### config.mk
export PLATFORM = sky130hd
export DESIGN_NAME = hha_ctrl
export DESIGN_NICKNAME = d
export VERILOG_FILES = /design/src/hdl/hha_pkg.sv /design/src/hdl/hha_ctrl.sv
export SDC_FILE = /design/constraint.sdc
export NUM_CORES = 1
export LEC_CHECK = 0
export ABC_AREA = 1
export BUFFER_PORTS_ARGS = -buffer_cell sky130_fd_sc_hd__buf_2
export CORE_MARGIN = 2
export CORE_UTILIZATION = 45
export DETAILED_ROUTE_END_ITERATION = 10
export HOLD_SLACK_MARGIN = 0.05
export PLACE_DENSITY = 0.8
export SLEW_MARGIN = 20
export SYNTH_ARGS = -nofsm -noshare
export SYNTH_HDL_FRONTEND = slang
export SYNTH_SLANG_ARGS = --single-unit
### constraint.sdc
create_clock -name clk_i -period 4.1 [get_ports clk_i]
set_input_delay 0.41 -clock clk_i [delete_from_list [all_inputs] [get_ports clk_i]]
set_output_delay 0.41 -clock clk_i [all_outputs]
set_load 0.01 [all_outputs]
### src/hdl/hha_pkg.sv
// package for the compacting handle heap allocator
// shared constants, codes, controller states and the controller/datapath command types
// no dependencies
package hha_pkg;

  localparam int HEAP_QUADS_DEF   = 1024;
  localparam int HANDLE_COUNT_DEF = 32;

  typedef enum logic [1:0] {
    ACT_ALLOC  = 2'd0,
    ACT_FREE   = 2'd1,
    ACT_CLEAR  = 2'd2,
    ACT_UNUSED = 2'd3
  } act_e;

  typedef enum logic [2:0] {
    STAT_OK       = 3'd0,
    STAT_NO_SPACE = 3'd1,
    STAT_INTERNAL = 3'd2,
    STAT_NOT_TEMP = 3'd3,
    STAT_EMPTY    = 3'd4
  } stat_e;

  typedef enum logic [3:0] {
    ST_INIT, ST_IDLE, ST_DECODE, ST_ALLOC_RD, ST_ALLOC_EV, ST_ALLOC_WR,
    ST_CF_RD, ST_CF_EV, ST_CU_RD, ST_CU_EV, ST_CU_WF, ST_FREE_EV, ST_REPLY
  } state_e;

  typedef enum logic [4:0] {
    DP_NONE, DP_INIT, DP_CLEAR, DP_ALLOC_START, DP_ALLOC_RD, DP_ALLOC_SKIP,
    DP_ALLOC_SPLIT, DP_ALLOC_COMMIT, DP_RETRY, DP_CF_START, DP_CF_RD,
    DP_CF_SKIP, DP_CF_FOUND, DP_CU_RD, DP_CU_MOVE, DP_CU_GAPW, DP_CU_MERGE,
    DP_FREE_RD, DP_FREE_COMMIT
  } dp_op_e;

  typedef struct packed {
    dp_op_e op;
    logic   ready;
    logic   emit;
    stat_e  status;
  } cmd_t;

  typedef struct packed {
    act_e act;
    logic has_slot;
    logic enough;
    logic hvalid;
    logic cur_ge;
    logic fr_ge;
    logic cu_ge;
    logic rd_used;
    logic fits;
    logic not_temp;
    logic pass;
    logic out_free;
  } sts_t;

endpackage

### src/hdl/hha_ctrl.sv
// controller of the heap allocator: sequences allocate, compaction, free and clear
// depends on hha_pkg; commands hha_dp through cmd_t
module hha_ctrl (
  input  logic          clk_i,
  input  logic          rst_ni,
  input  logic          in_valid_i,
  input  hha_pkg::sts_t sts_i,
  output hha_pkg::cmd_t cmd_o
);
  import hha_pkg::*;

  state_e state_q, state_d;
  stat_e  reply_q, reply_d;

  always_comb begin
    state_d = state_q;
    reply_d = reply_q;
    case (state_q)
      ST_INIT: state_d = ST_IDLE;
      ST_IDLE: if (in_valid_i) state_d = ST_DECODE;
      ST_DECODE: begin
        case (sts_i.act)
          ACT_ALLOC: begin
            if (!sts_i.has_slot || !sts_i.enough) begin
              reply_d = STAT_NO_SPACE;
              state_d = ST_REPLY;
            end else begin
              state_d = ST_ALLOC_RD;
            end
          end
          ACT_FREE: begin
            if (!sts_i.hvalid) begin
              reply_d = STAT_EMPTY;
              state_d = ST_REPLY;
            end else begin
              state_d = ST_FREE_EV;
            end
          end
          default: begin
            reply_d = STAT_OK;
            state_d = ST_REPLY;
          end
        endcase
      end
      ST_ALLOC_RD: begin
        if (!sts_i.cur_ge) begin
          state_d = ST_ALLOC_EV;
        end else if (!sts_i.pass) begin
          state_d = ST_CF_RD;
        end else begin
          reply_d = STAT_INTERNAL;
          state_d = ST_REPLY;
        end
      end
      ST_ALLOC_EV: state_d = (!sts_i.rd_used && sts_i.fits) ? ST_ALLOC_WR : ST_ALLOC_RD;
      ST_ALLOC_WR: if (sts_i.out_free) state_d = ST_IDLE;
      ST_CF_RD:    state_d = sts_i.fr_ge ? ST_ALLOC_RD : ST_CF_EV;
      ST_CF_EV:    state_d = sts_i.rd_used ? ST_CF_RD : ST_CU_RD;
      ST_CU_RD:    state_d = sts_i.cu_ge ? ST_ALLOC_RD : ST_CU_EV;
      ST_CU_EV: begin
        if (!sts_i.rd_used) state_d = ST_CU_RD;
        else if (sts_i.out_free) state_d = ST_CU_WF;
      end
      ST_CU_WF:    state_d = ST_CU_RD;
      ST_FREE_EV:  if (sts_i.out_free) state_d = ST_IDLE;
      ST_REPLY:    if (sts_i.out_free) state_d = ST_IDLE;
      default:     state_d = ST_INIT;
    endcase
  end

  always_comb begin
    cmd_o.op     = DP_NONE;
    cmd_o.ready  = 1'b0;
    cmd_o.emit   = 1'b0;
    cmd_o.status = STAT_OK;
    case (state_q)
      ST_INIT: cmd_o.op = DP_INIT;
      ST_IDLE: cmd_o.ready = 1'b1;
      ST_DECODE: begin
        case (sts_i.act)
          ACT_ALLOC: if (sts_i.has_slot && sts_i.enough) cmd_o.op = DP_ALLOC_START;
          ACT_FREE:  if (sts_i.hvalid) cmd_o.op = DP_FREE_RD;
          ACT_CLEAR: cmd_o.op = DP_CLEAR;
          default:   cmd_o.op = DP_NONE;
        endcase
      end
      ST_ALLOC_RD: begin
        if (!sts_i.cur_ge) cmd_o.op = DP_ALLOC_RD;
        else if (!sts_i.pass) cmd_o.op = DP_CF_START;
      end
      ST_ALLOC_EV: cmd_o.op = (!sts_i.rd_used && sts_i.fits) ? DP_ALLOC_SPLIT : DP_ALLOC_SKIP;
      ST_ALLOC_WR: begin
        if (sts_i.out_free) begin
          cmd_o.op   = DP_ALLOC_COMMIT;
          cmd_o.emit = 1'b1;
        end
      end
      ST_CF_RD: cmd_o.op = sts_i.fr_ge ? DP_RETRY : DP_CF_RD;
      ST_CF_EV: cmd_o.op = sts_i.rd_used ? DP_CF_SKIP : DP_CF_FOUND;
      ST_CU_RD: cmd_o.op = sts_i.cu_ge ? DP_RETRY : DP_CU_RD;
      ST_CU_EV: begin
        if (!sts_i.rd_used) begin
          cmd_o.op = DP_CU_MERGE;
        end else if (sts_i.out_free) begin
          cmd_o.op   = DP_CU_MOVE;
          cmd_o.emit = 1'b1;
        end
      end
      ST_CU_WF: cmd_o.op = DP_CU_GAPW;
      ST_FREE_EV: begin
        if (sts_i.out_free) begin
          cmd_o.emit = 1'b1;
          if (sts_i.not_temp) cmd_o.status = STAT_NOT_TEMP;
          else cmd_o.op = DP_FREE_COMMIT;
        end
      end
      ST_REPLY: begin
        if (sts_i.out_free) begin
          cmd_o.emit   = 1'b1;
          cmd_o.status = reply_q;
        end
      end
      default: ;
    endcase
  end

  always_ff @(posedge clk_i or negedge rst_ni) begin
    if (!rst_ni) begin
      state_q <= ST_INIT;
      reply_q <= STAT_OK;
    end else begin
      state_q <= state_d;
      reply_q <= reply_d;
    end
  end

  // an accepted request is decoded in the following cycle
  a_decode: assert property (@(posedge clk_i) disable iff (!rst_ni)
    (cmd_o.ready && in_valid_i) |=> state_q == ST_DECODE) else $error("request not decoded");
  // a final answer returns the controller to idle
  a_final_idle: assert property (@(posedge clk_i) disable iff (!rst_ni)
    (cmd_o.emit && cmd_o.op != DP_CU_MOVE) |=> state_q == ST_IDLE)
    else $error("final answer without return to idle");
  // move commands only come out of compaction
  a_move_state: assert property (@(posedge clk_i) disable iff (!rst_ni)
    cmd_o.op == DP_CU_MOVE |-> state_q == ST_CU_EV) else $error("move outside compaction");

endmodule

==> out/metrics.sh, run 1 <==
LEAKAGE_uW=0.000649
CTS.REPAIR_TIMING.SETUP_BUFFER_COUNT=0
HP-START='sts_i[11]'
GRT_UTIL_ALL_LAYERS_PCT=21.5
DRT_DRC_VIOLATIONS_LEFT=0
WORST_R2R_STARTPOINT='state_q[3]'
LARGEST_NET_DEGREE_AT_THE_START_OF_GLOBAL_ROUTING=11
CHIPHEIGHT_MICRONS=48.3
SYNTH-ADDER-AREA-SHARE_PCT=5.66
CTS_NUM_SINKS=7
YOSYS-MUX-AREA-FRACTION_PCT=0
DRT.ANTENNA.VIOLATING_NETS=0
TRITONCTS_CLOCK_TREE='yes'
YOSYS.AREA_SHARE.SIMPLE_PCT=49.9
CTS.ROOT.BUFFER_CELL='clkbuf_4'
GRT_PASS1_WL_MICRONS=3950
FINAL.FILL_COUNT=201
GLOBALROUTEOVERFLOWTOTAL=0
CRIT_FANOUT=8
WORST_IR_DROP_ON_VDD_uV=374
WORST_PATH_LARGEST_CELL_DELAY_NS=0.40
SETUP.WORST_PATH.START_CLASS='flop'
VIAS=1056
SYNTH_TOP_AREA_SHARE_PCT=20.8
CTS_H_TREE_LVLS=1
SEQPWRFRAC_PCT=22.8
PLACEMENT_ROWS=16
WORSTPATHREQUIRED_NS=3.69
CLOCKBUFFERDEPTH=2
MAX-SLEW-MARGIN-REL_PCT=69.0
END_KIND='primary output'
HPWLAFTERDP_MICRONS=2010
POSTSYNTHCELLCOUNT=157
MIN_PERIOD_OVER_PERIOD_PCT=56.1
INTERNAL-POWER_uW=288
PLACE.GP.CONGESTION=0.976
FF2FF_SETUP_SLACK_NS=2.48
PWR-SHARE-COMB_PCT=67.7
CORE_AREA_SQ_UM=1900
MAXCAPVIOLCOUNT=0
COMMONEST_CELLS_AFTER_ROUTING_FILL_AND_TAPS_ASIDE='nand2_1, inv_1, buf_2'
NUM-NETS-FINAL=206
AVGVIACOUNTPERCELL=4.98
SETUP_VIOL=0
WORST_HOLD_PATH_EP='reply_q[2]'
RUN_STATUS='finished clean'
MAXIMUM_CLOCK_RATE_MHz=435
SYNTHESIS.AREA_PER_INSTANCE_SQ_UM=5.63
CRIT_PATH_TOP_DELAY_CELL='dfrtp_1'
DIODES=0
CP_CELL_SEQUENCE='inv_1 > ha_1 > nand3_1 > o21ai_0 > nor2_1 > nand3_1 > nand2_1 > inv_1 > buf_2'
SYNTH.CELL_AREA_SQ_UM=885
CTS-BUFFERS-INSERTED=3
FIRST_GLOBAL_VIAS=971
NETLIST_TOP_CELLS_AREA='nand2_1, dfrtp_1, inv_1'
WORST-ENDPOINT-ARRIVAL_NS=1.89
LAYOUT-AREA-OVERHEAD-VS-SYNTH_PCT=20.7
HOLD-WORST-SLACK_NS=0.473
PWR-SHARE-CLK_PCT=9.5
WORST_SETUP_HOLD_PATH_CLK_SLEW_NS=0.05
WORST-R2R-CELL-COUNT=8
REGISTER_AREA_SHARE_AFTER_SYNTHESIS_PCT=19.8
NETLIST-CELL-TYPE-COUNT=23
DRIVE_GT1_SHARE_PCT=21.6
POWER.DENSITY_CELL_AREA_nW_PER_UM2=592
FINAL_PERIOD_MINUS_WORST_SETUP_SLACK_NS=2.30
YOSYSWARNINGS=0
NUMBER_OF_NETS_PRODUCED_BY_SYNTHESIS=177
CLOCK_LATENCY_NS=0.25
TOTALWIRELENGTH_MICRONS=2390
SYNTH_TOP_AREA_CELL='nand2_1'
INITIAL_CORE_UTIL_PCT=46.5
PLACE.PORT_BUFFERS=25
FP.DIEW_MICRONS=48.3
RSZ_0062_RAISED_AFTER_GLOBAL_ROUTING='no'
DETAILEDROUTE.FIRSTPASSITERATIONCOUNT=4
DR.FIRST_ITER.DRC_COUNT=36
AVGROUTEDWIREPERCELL_MICRONS=11.3
LAYOUT.CELLS.MOST_COMMON='nand2_1'
WORST-SETUP-PATH-TYPE='flop to primary output'
HOLD_VIOL=0
SYNTHESIZED_AREA_FRACTION_OCCUPIED_BY_AO_OA_AOI_AND_OAI_CELLS_PCT=11.7
XOR_XNOR_SHARE_OF_THE_SYNTHESIZED_AREA_PCT=0
DIE_AREA_SQ_UM=2340
SETUP-TNS-FINAL_NS=0
WORST-SLEW-PIN-TRANSITION_NS=0.465
FIN_WORST_SKEW_NS=0.00230
MAIN_COMBINATIONAL_CELL_FAMILY_BY_AREA_AFTER_SYNTHESIS='simple AND/OR/NAND/NOR gates'
GRT_ANTENNA_BEFORE_REPAIR=0
POWER.SWITCHING_FRACTION_PCT=54.4
PIN_COUNT=26
TIMING_MAX_TRANSITION_VIOLATIONS_FINAL=0
NUMBER_OF_STAGES_ON_THE_WORST_HOLD_PATH=3
HOLD_PATH.CLASS='input port to flop'
SWITCHING_POWER_uW=344
YS_FF_LATCH=7
R2R_END='state_q[2]'
[Yosys cell counts]
master,instances
a2bb2oi_1,1
o21ai_1,3
nor2_1,22
dfrtp_1,7
nor2_2,2
buf_4,1
buf_2,1
nor2_4,2
inv_2,2
a21oi_1,8
inv_1,25
a21oi_2,1
o22ai_1,1
nand2_4,1
ha_1,4
nand4_1,2
nor3_1,1
nand2_2,1
nor3_2,1
nand3_2,2
o21ai_0,5
nand2_1,49
nand3_1,15
[through the flow]
step / util (%) / power [uW] / area (sq um) / cells / setup WS (ns)
3_5_place_dp: 54.2 / 565 / 1030 / 207 / 2.08
2_1_floorplan: - / 453 / 885 / 157 / 2.40
3_3_place_gp: 54.2 / 565 / 1030 / 207 / 2.08
6_report: 56.1 / 632 / 1070 / 212 / 1.80
4_1_cts: 56.1 / 632 / 1070 / 212 / 1.80
5_1_grt: 56.1 / 703 / 1070 / 212 / 1.67
[worst max-delay path: cells and delay by family (launching register included)]
| family | cells | cell delay (ns) |
|---|---|---|
| compound gates | 1 | 0.29 |
| fa+ha+maj | 1 | 0.32 |
| buf+inv | 3 | 0.25 |
| flops | 1 | 0.40 |
| simple gates | 4 | 0.38 |
[timing repair]
| item | 4_1_cts | 5_1_grt |
|---|---|---|
| resized for setup | 0 | 0 |
| endpoints found under the setup margin | 0 | 0 |
| endpoints found under the hold margin | 7 | 0 |
| hold buffers | 1 | 0 |
[power by group through the flow]
stage	Combinational [uW]	Clock (uW)	Sequential [uW]
floorplan	331	0	122
global placement	424	0	141
detailed placement	422	0	143
CTS	425	64.0	142
global route	490	65.0	148
finish	428	60.3	144
[cell families after synthesis]
| family | count (synthesis) |
|---|---|
| buf+inv | 29 |
| simple gates | 98 |
| fa+ha+maj | 4 |
| flops | 7 |
| compound gates | 19 |
[how the worst max path moves through the flow]
| stage | start | end | depth (start not counted) |
|---|---|---|---|
| 4_1_cts | state_q[3] | cmd_o[6] | 9 |
| 5_1_grt | state_q[3] | cmd_o[6] | 9 |
| 3_3_place_gp | state_q[3] | cmd_o[6] | 9 |
| 6_report | state_q[3] | cmd_o[6] | 9 |
| 3_5_place_dp | state_q[3] | cmd_o[6] | 9 |
| 2_1_floorplan | state_q[3] | cmd_o[6] | 9 |
[cell type report]
class                           count  area [sq um]  area share, %
Clock buffer                        4          26.3           2.46
Inverter                           27           101           9.50
Multi-Input combinational cell    121           596           55.8
Sequential cell                     7           175           16.4
Tap cell                           27          33.8           3.17
Timing Repair Buffer               26           135           12.7
[per-layer routing]
layer	wire length [microns]	global-route usage, %
met5	0	0
met4	28	10.0
met3	166	1.85
met2	1180	37.5
met1	1020	26.8
[state kept, by name, summed over array words and instances, names as in the netlist]
signal   cells
state_q      4
reply_q      3
No activity file was read; power rests on OpenSTA's default activity.
==> inputs of run 2 (changes only) <==
--- a/config.mk
+++ b/config.mk
@@ -11,7 +11,7 @@
 export CORE_UTILIZATION = 45
 export DETAILED_ROUTE_END_ITERATION = 10
 export HOLD_SLACK_MARGIN = 0.05
-export PLACE_DENSITY = 0.8
+export PLACE_DENSITY = 0.83
 export SLEW_MARGIN = 20
 export SYNTH_ARGS = -nofsm -noshare
 export SYNTH_HDL_FRONTEND = slang
==> constraint.sdc (replaced) <==
create_clock -name clk_i -period 1.9 [get_ports clk_i]
set_input_delay 0.19 -clock clk_i [delete_from_list [all_inputs] [get_ports clk_i]]
set_output_delay 0.19 -clock clk_i [all_outputs]
set_load 0.01 [all_outputs]
==> out/metrics.sh, run 2 (synthesis gave the netlist of run 1 again) <==
HPWLAFTERDP_MICRONS=1930  # -4.1%
PLACEMENT_ROWS=16  # unchanged
HOLD_VIOL=0  # unchanged
COMMONEST_CELLS_AFTER_ROUTING_FILL_AND_TAPS_ASIDE='nand2_1, buf_2, inv_1'
LAYOUT.CELLS.MOST_COMMON='nand2_1'
GRT_PASS1_WL_MICRONS=4220  # +7.0%
TIMING_MAX_TRANSITION_VIOLATIONS_FINAL=0  # unchanged
CTS_NUM_SINKS=7  # unchanged
SETUP-TNS-FINAL_NS=0  # unchanged
PLACED_CELL_AREAS_SQ_UM=1030  # unchanged
GRT_ANTENNA_BEFORE_REPAIR=0  # unchanged
BIGGESTREGSBYFLOPS='state_q x4, reply_q x3'
AVGROUTEDWIREPERCELL_MICRONS=11.8  # +4.7%
CRITICAL_PATH.TOP_DELAY_FAMILY='flip-flops'
WORST-R2R-CELL-COUNT=9  # +1
HOLD_PATH.CLASS='input port to flop'
WORST-SETUP-PATH-TYPE='flop to primary output'
PIN_COUNT=26  # unchanged
DIODES=0  # unchanged
END_KIND='primary output'
CLOCKBUFFERDEPTH=2  # unchanged
MAX-SLEW-MARGIN-REL_PCT=83.1  # +14 points
INITIAL_CORE_UTIL_PCT=46.5  # unchanged
WORST-SLEW-PIN-TRANSITION_NS=0.253  # -0.212 ns
CORE_AREA_SQ_UM=1900  # unchanged
GRT_UTIL_ALL_LAYERS_PCT=22.6  # +1.1 points
POSTLAYOUTSETUPSLACKWORST_NS=0.0528  # -1.75 ns
RSZ_0062_RAISED_AFTER_GLOBAL_ROUTING='yes'
FINAL_CORE_UTILIZATION_PCT=60.9  # +4.8 points
NUM-NETS-FINAL=209  # +1.5%
RUN_STATUS='finished clean'
POWER.DENSITY_CELL_AREA_nW_PER_UM2=1330  # +130%
WORSTSETUPPATHDEPTH=9  # unchanged
FINISH.CELL_COUNT_WITHOUT_FILLERS=215  # +1.4%
WORST-ENDPOINT-ARRIVAL_NS=1.66  # -0.23 ns
LARGEST_REGISTER_FFS=4  # unchanged
FINAL_PERIOD_MINUS_WORST_SETUP_SLACK_NS=1.85
GLOBALROUTEOVERFLOWTOTAL=0  # unchanged
PLACE.GP.CONGESTION=0.968  # -0.85%
MAX_FLOP_REGISTER='state_q'
TOTALWIRELENGTH_MICRONS=2540  # +6.2%
LEAKAGE_uW=0.000661  # +1.8%
CRITICAL_PATH.MOST_COMMON_CELL='nand3_1'
LAYOUT-AREA-OVERHEAD-VS-SYNTH_PCT=31.0
VIAS=1103  # +4.5%
CRIT_FANOUT=6  # -2
WORST_SETUP_HOLD_PATH_CLK_SLEW_NS=0.05  # about the same
MAXIMUM_CLOCK_RATE_MHz=541
DR.FIRST_ITER.DRC_COUNT=41  # +14%
DRIVE_GT1_SHARE_PCT=31.9  # +10 points
FP.DIEW_MICRONS=48.3  # unchanged
DETAILEDROUTE.FIRSTPASSITERATIONCOUNT=4  # unchanged
TRITONCTS_CLOCK_TREE='yes'
NUMBER_OF_STAGES_ON_THE_WORST_HOLD_PATH=3  # unchanged
SETUP_VIOL=0  # unchanged
DRT.ANTENNA.VIOLATING_NETS=0  # unchanged
DP_SLACK_NS=0.0729  # -2.01 ns
LARGEST_NET_DEGREE_AT_THE_START_OF_GLOBAL_ROUTING=11  # unchanged
CLOCK_LATENCY_NS=0.24  # about the same
CTS.ROOT.BUFFER_CELL='clkbuf_4'
WORST_IR_DROP_ON_VDD_uV=745  # +99%
DIE_AREA_SQ_UM=2340  # unchanged
WORSTPATHREQUIRED_NS=1.71  # -1.98 ns
NUMPLACEDINSTANCES=207  # unchanged
DESIGN_AREA_SQ_UM=1160  # +8.6%
PLACE.PORT_BUFFERS=25  # unchanged
MAXCAPVIOLCOUNT=0  # unchanged
CTS_H_TREE_LVLS=1  # unchanged
FIRST_GLOBAL_VIAS=1008  # +3.8%
AVGVIACOUNTPERCELL=5.13  # +3.0%
FIN_WORST_SKEW_NS=0.00209  # -0.000208 ns
DRT_DRC_VIOLATIONS_LEFT=0  # unchanged
COUNT_OF_BUFFERING_CELLS_ON_THE_CRITICAL_PATH_WITH_INVERTERS_INCLUDED=3  # unchanged
SETUP.WORST_PATH.START_CLASS='flop'
CP_CELL_SEQUENCE='inv_4 > ha_4 > nand3_1 > o21ai_1 > nor2_1 > nand3_1 > nand2_1 > inv_1 > buf_2'
CHIPHEIGHT_MICRONS=48.3  # unchanged
MIN_PERIOD_OVER_PERIOD_PCT=97.2
CRIT_PATH_TOP_DELAY_CELL='dfrtp_2'
WORST_PATH_LARGEST_CELL_DELAY_NS=0.46  # +0.06 ns
CTS-BUFFERS-INSERTED=3  # unchanged
## run 2: cell count changes in the layout (fill, tap and decap cells not counted), moves of 2 or more
cell / change
ha_1: -3
buf_4: +3
o21ai_0: -2
ha_4: +3
inv_1: -4
inv_4: +2
inv_2: +2
dfrtp_1: -4
dfrtp_2: +4
nor2_1: -2
o21ai_2: +2
nor2_2: +2
## run 2: layout make-up
type / instances / area (sq um)
timing repair buffer: 29 / 158
fill: 192 / 743
tap: 27 / 33.8
inverter: 27 / 106
multi-input combinational: 121 / 654
clock buffer: 4 / 26.3
sequential: 7 / 180
## run 2: routing by layer
| layer | up-vias | wire length [microns] | track usage, % |
|---|---|---|---|
| met1 | 486 | 1030 | 28.4 |
| met4 | 0 | 8 | 9.52 |
| met5 | - | 0 | 0 |
| li1 | 558 | - | - |
| met2 | 57 | 1320 | 38.4 |
| met3 | 2 | 181 | 3.70 |
## run 2: report_power, final
part | switching [uW] | internal [uW] | leakage, uW | total [uW]
Clock | 48.0 | 79.7 | 0.0000150 | 128
Sequential | 98.3 | 225 | 0.0000838 | 323
Combinational | 674 | 421 | 0.000562 | 1090
## run 2: final timing paths
kind                         endpoint  slack [ns]       start
setup reg to reg           state_q[3]        0.39  state_q[2]
setup / recovery             cmd_o[6]        0.05  state_q[2]
min in group asynchronous  state_q[0]        0.30      rst_ni
hold / removal             reply_q[2]        0.27   sts_i[11]
max in group asynchronous  state_q[2]        1.43      rst_ni
hold reg to reg            reply_q[1]        0.49  reply_q[1]
## run 2: metrics by stage
step | hold WS [ns] | total power [uW]
after floorplan | -0.106 | 977
final | 0.274 | 1550
after CTS | 0.259 | 1450
after global routing | 0.280 | 1700
after global placement | 0.0199 | 1220
after detailed placement | 0.0242 | 1230
## run 2: repair_timing
action                                  4_1_cts  5_1_grt
gates resized for setup                      13       11
hold buffers                                  1        0
setup buffers                                 0        3
pin swaps                                     0        2
endpoints found under the setup margin        3        8
endpoints found under the hold margin         7        0
## run 2: worst reg2reg max path, cell delays in order (launching register included)
cell and delay (ns):
dfrtp_2 0.46, inv_4 0.10, ha_4 0.18, nand3_1 0.16, nand3_2 0.14, nand2_1 0.09
nand2_4 0.09, inv_2 0.06, nand2_1 0.06, nand2_1 0.05
==> inputs of run 3 (changes only) <==
--- a/config.mk
+++ b/config.mk
@@ -9,6 +9,7 @@
 export BUFFER_PORTS_ARGS = -buffer_cell sky130_fd_sc_hd__buf_2
 export CORE_MARGIN = 2
 export CORE_UTILIZATION = 45
+export CTS_BUF_LIST = sky130_fd_sc_hd__clkbuf_8
 export DETAILED_ROUTE_END_ITERATION = 10
 export HOLD_SLACK_MARGIN = 0.05
 export PLACE_DENSITY = 0.83
==> out/metrics.sh, run 3 (synthesis gave the netlist of run 1 again) <==
FIRST_GLOBAL_VIAS=1000  # -0.79%
MAXIMUM_CLOCK_RATE_MHz=547  # +1.1%
DR.FIRST_ITER.DRC_COUNT=59  # +44%
DIODES=0  # unchanged
PLACE.GP.CONGESTION=0.968  # unchanged
GRT_UTIL_ALL_LAYERS_PCT=22.2  # -0.39 points
WORST_R2R_STARTPOINT='state_q[2]'
CP_CELL_SEQUENCE='inv_4 > ha_4 > nand3_1 > o21ai_1 > nor2_1 > nand3_1 > nand2_1 > inv_1 > buf_2'
WORST_PATH_LARGEST_CELL_DELAY_NS=0.45  # about the same
CRITICAL_PATH.MOST_COMMON_CELL='nand3_1'
MIN_PERIOD_OVER_PERIOD_PCT=96.2  # -1.1 points
SETUP-TNS-FINAL_NS=0  # unchanged
NUMPLACEDINSTANCES=207  # unchanged
AVGROUTEDWIREPERCELL_MICRONS=11.9  # +1.1%
FP.DIEW_MICRONS=48.3  # unchanged
NUM-NETS-FINAL=209  # unchanged
CRIT_FANOUT=6  # unchanged
MAXCAPVIOLCOUNT=0  # unchanged
CRIT_END='cmd_o[6]'
AVGVIACOUNTPERCELL=5.14  # +0.27%
FINISH.CELL_COUNT_WITHOUT_FILLERS=215  # unchanged
DIE_AREA_SQ_UM=2340  # unchanged
POSTLAYOUTSETUPSLACKWORST_NS=0.0728  # +0.0200 ns
FF2FF_SETUP_SLACK_NS=0.40  # about the same
COMMONEST_CELLS_AFTER_ROUTING_FILL_AND_TAPS_ASIDE='nand2_1, buf_2, inv_1'
DRIVE_GT1_SHARE_PCT=31.4  # -0.53 points
FIN_WORST_SKEW_NS=0.00177  # -0.000323 ns
WORST-SETUP-PATH-TYPE='flop to primary output'
GRT_PASS1_WL_MICRONS=4110  # -2.6%
HOLD_VIOL=0  # unchanged
MAX_FLOP_REGISTER='state_q'
CLOCK_LATENCY_NS=0.22  # -0.02 ns
CTS_NUM_SINKS=7  # unchanged
MAX-SLEW-MARGIN-REL_PCT=83.6  # +0.49 points
CRIT_PATH_TOP_DELAY_CELL='dfrtp_2'
DESIGN_AREA_SQ_UM=1170  # +1.4%
TOTALWIRELENGTH_MICRONS=2560  # +1.1%
PIN_COUNT=26  # unchanged
SETUP.WORST_PATH.START_CLASS='flop'
DETAILEDROUTE.FIRSTPASSITERATIONCOUNT=4  # unchanged
SETUP_VIOL=0  # unchanged
LAYOUT-AREA-OVERHEAD-VS-SYNTH_PCT=32.8
DP_SLACK_NS=0.0729  # unchanged
WORST-ENDPOINT-ARRIVAL_NS=1.64  # -0.02 ns
END_KIND='primary output'
CHIPHEIGHT_MICRONS=48.3  # unchanged
WORSTPATHREQUIRED_NS=1.71  # about the same
PLACEMENT_ROWS=16  # unchanged
PLACED_CELL_AREAS_SQ_UM=1030  # unchanged
DRT.ANTENNA.VIOLATING_NETS=0  # unchanged
LEAKAGE_uW=0.000673  # +1.8%
TRITONCTS_CLOCK_TREE='yes'
HPWLAFTERDP_MICRONS=1930  # unchanged
POWER.DENSITY_CELL_AREA_nW_PER_UM2=1360  # +2.1%
GRT_ANTENNA_BEFORE_REPAIR=0  # unchanged
VIAS=1106  # +0.27%
CTS.ROOT.BUFFER_CELL='clkbuf_8'
CTS_H_TREE_LVLS=1  # unchanged
WORST_SETUP_HOLD_PATH_CLK_SLEW_NS=0.04  # about the same
WORST_IR_DROP_ON_VDD_uV=832  # +12%
GLOBALROUTEOVERFLOWTOTAL=0  # unchanged
DRT_DRC_VIOLATIONS_LEFT=0  # unchanged
CTS-BUFFERS-INSERTED=3  # unchanged
HOLD_PATH.CLASS='input port to flop'
WORST-R2R-CELL-COUNT=9  # unchanged
LARGEST_NET_DEGREE_AT_THE_START_OF_GLOBAL_ROUTING=11  # unchanged
LAYOUT.CELLS.MOST_COMMON='nand2_1'
WORST-SLEW-PIN-TRANSITION_NS=0.245  # -0.00831 ns
RUN_STATUS='finished clean'
BIGGESTREGSBYFLOPS='state_q x4, reply_q x3'
TIMING_MAX_TRANSITION_VIOLATIONS_FINAL=0  # unchanged
CORE_AREA_SQ_UM=1900  # unchanged
TOTAL_POWER_uW=1600  # +3.6%
PLACE.PORT_BUFFERS=25  # unchanged
FINAL_PERIOD_MINUS_WORST_SETUP_SLACK_NS=1.83  # -0.0200 ns
INITIAL_CORE_UTIL_PCT=46.5  # unchanged
R2R_END='state_q[3]'
WORSTSETUPSTARTPOINT='state_q[2]'
LARGEST_REGISTER_FFS=4  # unchanged
CLOCKBUFFERDEPTH=2  # unchanged
[run 3: cell types whose count changed in the layout (fill, tap and decap cells not counted), sizes merged]
cell | previous run | this run
clkbuf | 4 | 3
inv | 27 | 28
[run 3: repair_timing]
item / CTS / global route
hold buffers: 1 / 0
buffers inserted: 0 / 3
gates resized for setup: 3 / 20
pin swaps: 0 / 2
hold endpoints to repair: 7 / 0
endpoints found under the setup margin: 2 / 8
[run 3: how the worst min path moves through the flow]
stage | startpoint | end | slack, ns | cells after the start
3_3_place_gp | rst_ni | state_q[1] | 0.02 | 1
6_report | sts_i[11] | reply_q[2] | 0.30 | 3
5_1_grt | sts_i[11] | reply_q[2] | 0.30 | 3
4_1_cts | sts_i[11] | reply_q[2] | 0.29 | 3
3_5_place_dp | rst_ni | state_q[1] | 0.02 | 1
2_1_floorplan | rst_ni | reply_q[0] | -0.11 | 0
[run 3: layout make-up]
class / count / area [sq um]
sequential: 7 / 180
fill: 185 / 727
clock buffer: 3 / 41.3
multi-input combinational: 121 / 652
inverter: 27 / 106
tap: 27 / 33.8
timing repair buffer: 29 / 158
clock inverter: 1 / 3.75
[run 3: power breakdown]
group	switching (uW)	total (uW)	internal [uW]
clock network	57.6	197	139
registers	102	327	225
logic	659	1080	418
total	819	1600	782
[run 3: critical path: cells and delay by family (launching register included)]
kind,cells,cell delay [ns]
flops,1,0.45
simple gates,4,0.35
buf+inv,3,0.25
fa+ha+maj,1,0.18
compound gates,1,0.18
[run 3: metal layers]
layer  vias up  wire length [microns]  GRT usage (%)
met5         -                      0              0
met4         0                      8           10.0
met2        57                   1340           36.6
met3         2                    201           4.01
met1       492                   1010           28.4
li1        555                      -              -
[run 3: stage by stage]
step                utilization (%)  hold WS, ns
finish                         61.8        0.296
global route                   61.8        0.305
floorplan                         -       -0.106
global placement               54.2       0.0199
detailed placement             54.2       0.0242
CTS                            57.4        0.289
